$ cat config.mk
export PLATFORM = sky130hd
export DESIGN_NAME = rssa_queue
export DESIGN_NICKNAME = d
export VERILOG_FILES = /design/src/rtl/core/rssa_pkg.sv /design/src/rtl/core/rssa_queue.sv
export SDC_FILE = /design/constraint.sdc
export NUM_CORES = 1
export LEC_CHECK = 0
export BUFFER_PORTS_ARGS = -buffer_cell sky130_fd_sc_hd__buf_2
export CAP_MARGIN = 20
export CORE_MARGIN = 2
export CORE_UTILIZATION = 23
export CTS_CLUSTER_DIAMETER = 60
export DETAILED_ROUTE_END_ITERATION = 7
export PLACE_DENSITY_LB_ADDON = 0.05
export REMOVE_ABC_BUFFERS = 1
export SLEW_MARGIN = 5
export SYNTH_ARGS = -nofsm -noshare
export SYNTH_HDL_FRONTEND = slang
export SYNTH_SLANG_ARGS = --single-unit
export TNS_END_PERCENT = 5
$ cat constraint.sdc
create_clock -name clk_i -period 11.6 [get_ports clk_i]
set_clock_uncertainty 0.05 [all_clocks]
set_input_delay 2.32 -clock clk_i [delete_from_list [all_inputs] [get_ports clk_i]]
set_output_delay 2.32 -clock clk_i [all_outputs]
set_load 0.005 [all_outputs]
$ cat src/rtl/core/rssa_pkg.sv
`timescale 1ns / 1ps
`default_nettype none
// ----------------------------------------------------------------------------
// rssa_pkg
// Shared types and constants of the revolved segment surface area block.
// ----------------------------------------------------------------------------
package rssa_pkg;

  // field widths
  localparam int unsigned COORD_W = 32;
  localparam int unsigned AREA_W  = 64;
  localparam int unsigned MAG_W   = 64;
  localparam int unsigned SUM_W   = 65;
  localparam int unsigned SREM_W  = 66;
  localparam int unsigned WIN_W   = 68;

  // one quotient bit and one root bit per step
  localparam int unsigned STEPS = 64;

  // job queue between front and back
  localparam int unsigned QDEPTH = 4;
  localparam int unsigned QPTR_W = $clog2(QDEPTH);
  localparam int unsigned QCNT_W = $clog2(QDEPTH + 1);

  // register port
  localparam int unsigned PADDR_W = 3;
  localparam int unsigned PDATA_W = 32;
  localparam logic        REG_REVOLVE_ABOUT_X = 1'b0;
  localparam logic        REVOLVE_RESET       = 1'b1;

  // pi as floor(pi * 2^61)
  localparam logic [MAG_W-1:0] PI_Q61 = 64'h6487_ED51_10B4_611A;

  // final scaling per segment class
  localparam int unsigned SH_ANNULUS  = 77;
  localparam int unsigned SH_CYLINDER = 76;
  localparam int unsigned SH_CONE     = 73;

  typedef enum logic [1:0] {
    CLS_NOT_LINE,
    CLS_ANNULUS,
    CLS_CYLINDER,
    CLS_CONE
  } cls_e;

  // classified job handed from front to back
  typedef struct packed {
    cls_e             cls;
    logic             neg;
    logic [MAG_W-1:0] x;
    logic [31:0]      ad;
    logic [SUM_W-1:0] s;
  } seg_job_t;

  // state carried through the divide / square root steps
  typedef struct packed {
    cls_e              cls;
    logic              neg;
    logic [MAG_W-1:0]  x;
    logic [31:0]       ad;
    logic              sat;
    logic [31:0]       drem;
    logic [MAG_W-1:0]  dlow;
    logic [SREM_W-1:0] srem;
    logic [MAG_W-1:0]  root;
    logic [WIN_W-1:0]  win;
  } step_t;

endpackage
`default_nettype wire

$ cat src/rtl/core/rssa_queue.sv
`timescale 1ns / 1ps
`default_nettype none
// ----------------------------------------------------------------------------
// rssa_queue
// Short first-in first-out queue of classified jobs.
// ----------------------------------------------------------------------------
module rssa_queue (
  input  logic               clk_i,
  input  logic               rst_ni,
  input  logic               push_i,
  input  rssa_pkg::seg_job_t job_i,
  output logic               full_o,
  input  logic               pop_i,
  output logic               empty_o,
  output rssa_pkg::seg_job_t head_o
);

  rssa_pkg::seg_job_t                mem_q [rssa_pkg::QDEPTH];
  logic [rssa_pkg::QPTR_W-1:0]       wr_ptr_q, rd_ptr_q;
  logic [rssa_pkg::QCNT_W-1:0]       cnt_q, cnt_d;

  assign full_o  = cnt_q == rssa_pkg::QCNT_W'(rssa_pkg::QDEPTH);
  assign empty_o = cnt_q == '0;
  assign head_o  = mem_q[rd_ptr_q];

  // storage
  always_ff @(posedge clk_i) begin
    if (push_i) begin
      mem_q[wr_ptr_q] <= job_i;
    end
  end

  // occupancy
  always_comb begin
    cnt_d = cnt_q;
    if (push_i && !pop_i) begin
      cnt_d = cnt_q + rssa_pkg::QCNT_W'(1);
    end else if (pop_i && !push_i) begin
      cnt_d = cnt_q - rssa_pkg::QCNT_W'(1);
    end
  end

  always_ff @(posedge clk_i or negedge rst_ni) begin
    if (!rst_ni) begin
      wr_ptr_q <= '0;
      rd_ptr_q <= '0;
      cnt_q    <= '0;
    end else begin
      if (push_i) wr_ptr_q <= wr_ptr_q + rssa_pkg::QPTR_W'(1);
      if (pop_i)  rd_ptr_q <= rd_ptr_q + rssa_pkg::QPTR_W'(1);
      cnt_q <= cnt_d;
    end
  end

endmodule
`default_nettype wire

==> impl_metrics.toml <==
[finish]
seq_area_mm2 = 0.0199
final_common_cell = "edfxtp_1"
fill_cells = 10200
multi_input_area_mm2 = 0.00390
drive_gt1_share_pct = 47.2
nNetsFinal = 1463
final_core_util_pct = 29.2
syn_to_final_growth_pct = 25.7
layout_common_cells = "edfxtp_1 (656), buf_2 (333), mux4_2 (164)"

[drt]
wl_per_cell_um = 22.0
via_per_inst = 3.97
drc = 0
dr.pass1.iters = 4
first_iter_violations = 547
drt-total-wl_mm = 60.3
ant_nets = 0
vias = 10900

[timing]
drv_slew = 0
relSlewSlack_pct = 18.1
finalSetupViolCount = 0
period_share_pct = 46.9
holdWs_ns = 0.437
rsz0062_at_grt = "no"
tightest_slew_ns = 1.23
finalHoldViolCount = 0
fmaxAchievable_mhz = 184
finalSetupTns_ns = 0
min_period_ns = 5.44

[critical_path]
cp.required_ns = 9.23
crit_fanout = 79
r2r_slack_ns = 8.27
critPathLaunchType = "flop"
crit_arrival_ns = 3.07
reg2reg_depth = 5
crit_end = "head_o[10]"
worstReg2RegStart = "wr_ptr_q[0]$_DFFE_PN0P_"
critPathCaptureType = "output pin"
reg2reg_to = "mem_q[2][22]$_DFFE_PP_"
worstSetupPathType = "reg -> out"
setup.worst_path.start = "rd_ptr_q[0]$_DFFE_PN0P_"

[die]
start_util_pct = 23.2
num_rows = 118
io_pins = 334
fp.coreArea_mm2 = 0.104
die_w_um = 328
dieArea_mm2 = 0.107
die_h_um = 328

[clock_network]
clockBufferDepth = 3
postCtsSetupRepairBufs = 0
post_cts_resized = 0
cts.sinks = 663
htree_levels = 3
clk_latency_ns = 0.64
clk_pin_slew_worst_paths_ns = 0.05
cts_root_buf = "clkbuf_16"
cts_buffers = 88
cts_hold_buf = 0
cts_tree = "done"

[grt]
grt_usage_pct = 11.2
grt_pass1_vias = 12000
grt_pass1_wl_mm = 86.4
grt_antenna_before_repair = 21
overflow = 0
grt_max_degree = 128

[synth]
seq_area_frac_synth_pct = 82.5
ys_warn_count = 0
synth_top_area_share_pct = 81.8
synth_area_mm2 = 0.0241
synth_area_leaders = "edfxtp_1 (82%), mux4_2 (15%), buf_6 (0.75%)"
netlist_instances = 891
synth_seq_cells = 663
syn_avg_cell_area_um2 = 27.0
synth_top_area_cell = "edfxtp_1"
ys_types = 19

[pwr]
power_frac_comb_pct = 24.9
ir_drop_uv = 180
clock_power_share_pct = 33.9
p_per_area_mw_per_mm2 = 264
netSwitchingFraction_pct = 28.0
total_leakage_power_nw = 10.1
power_frac_seq_pct = 41.1
p_int_mw = 5.74
power.switching_mw = 2.23

[hold_path]
hold_class = "reg -> reg"

[job]
cap_violations = 0

[place]
dp_hpwl_mm = 33.4
portBuffers = 333
gp_routability_congestion = 0.647

[status]
outcome = "finished clean"
## synthesized netlist by cell type
library cell and count:
xor2_1 4, buf_2 18, edfxtp_1 656, mux4_2 164, nand2_1 2, xnor2_1 2, o21ai_0 1, nor3_1 1
dfrtp_1 7, buf_6 16, ha_1 5, clkbuf_1 2, inv_1 4, nor2_1 1, mux2_2 1, buf_8 1
fa_1 1, and2_1 4, nor3b_1 1
## layout make-up
type / instances / area share, %
Antenna cell: 3 / 0.0248
Clock buffer: 111 / 7.78
Clock inverter: 47 / 1.81
Inverter: 4 / 0.0496
Multi-Input combinational cell: 187 / 12.9
Sequential cell: 663 / 65.7
Tap cell: 1380 / 5.71
Timing Repair Buffer: 345 / 6.01
## critical path: stages (launching register included)
cell and delay [ns]:
dfrtp_4 0.89, buf_12 0.61, mux4_2 0.59, buf_2 0.17
## registers in the layout, summed over array words and instances (netlist names)
register / flops
wr_ptr_q: 2
mem_q: 656
rd_ptr_q: 2
cnt_q: 3
## stage by stage
stage	cell area (um2)	power [mW]	setup WS, ns	cells
global placement	27300	5.46	6.20	2579
floorplan	23800	4.70	2.25	854
CTS	30200	8.23	5.94	2737
finish	30300	7.98	6.16	2740
detailed placement	27300	5.46	6.24	2579
global route	30200	8.41	5.85	2738
## cells by family after synthesis
group           Yosys count  synth area share, %
xor+xnor                  6                0.218
fa+ha+maj                 6                0.343
flops                   663                 82.5
compound gates            1               0.0208
simple gates              9                0.203
buf+inv                  41                 1.28
mux                     165                 15.4
## per-layer routing
layer  up-vias  share of wire, %  routed length [um]  GRT usage (%)
li1       4696                 -                   -              -
met1      5736                40               24000           13.0
met2       280                49               29600           18.6
met3       142               7.8                4720           4.72
met4        26               3.0                1780           3.74
met5         -              0.25                 151              0
## power by group through the flow
stage	combinational [mW]	sequential, mW	clock, mW
global route	2.19	3.33	2.90
finish	1.99	3.28	2.71
global placement	2.13	3.33	0
detailed placement	2.12	3.34	0
CTS	2.13	3.29	2.81
floorplan	1.18	3.52	0
## worst min path at each step
stage                              start                    to  slack, ns  cells after the start
global route        cnt_q[2]$_DFFE_PN0P_  cnt_q[2]$_DFFE_PN0P_       0.45                      1
CTS                 cnt_q[2]$_DFFE_PN0P_  cnt_q[2]$_DFFE_PN0P_       0.44                      1
global placement    cnt_q[2]$_DFFE_PN0P_  cnt_q[2]$_DFFE_PN0P_       0.42                      1
finish              cnt_q[2]$_DFFE_PN0P_  cnt_q[2]$_DFFE_PN0P_       0.44                      1
floorplan           cnt_q[2]$_DFFE_PN0P_  cnt_q[2]$_DFFE_PN0P_       0.41                      1
detailed placement  cnt_q[2]$_DFFE_PN0P_  cnt_q[2]$_DFFE_PN0P_       0.43                      1
Power figures use the tool's default switching activity.
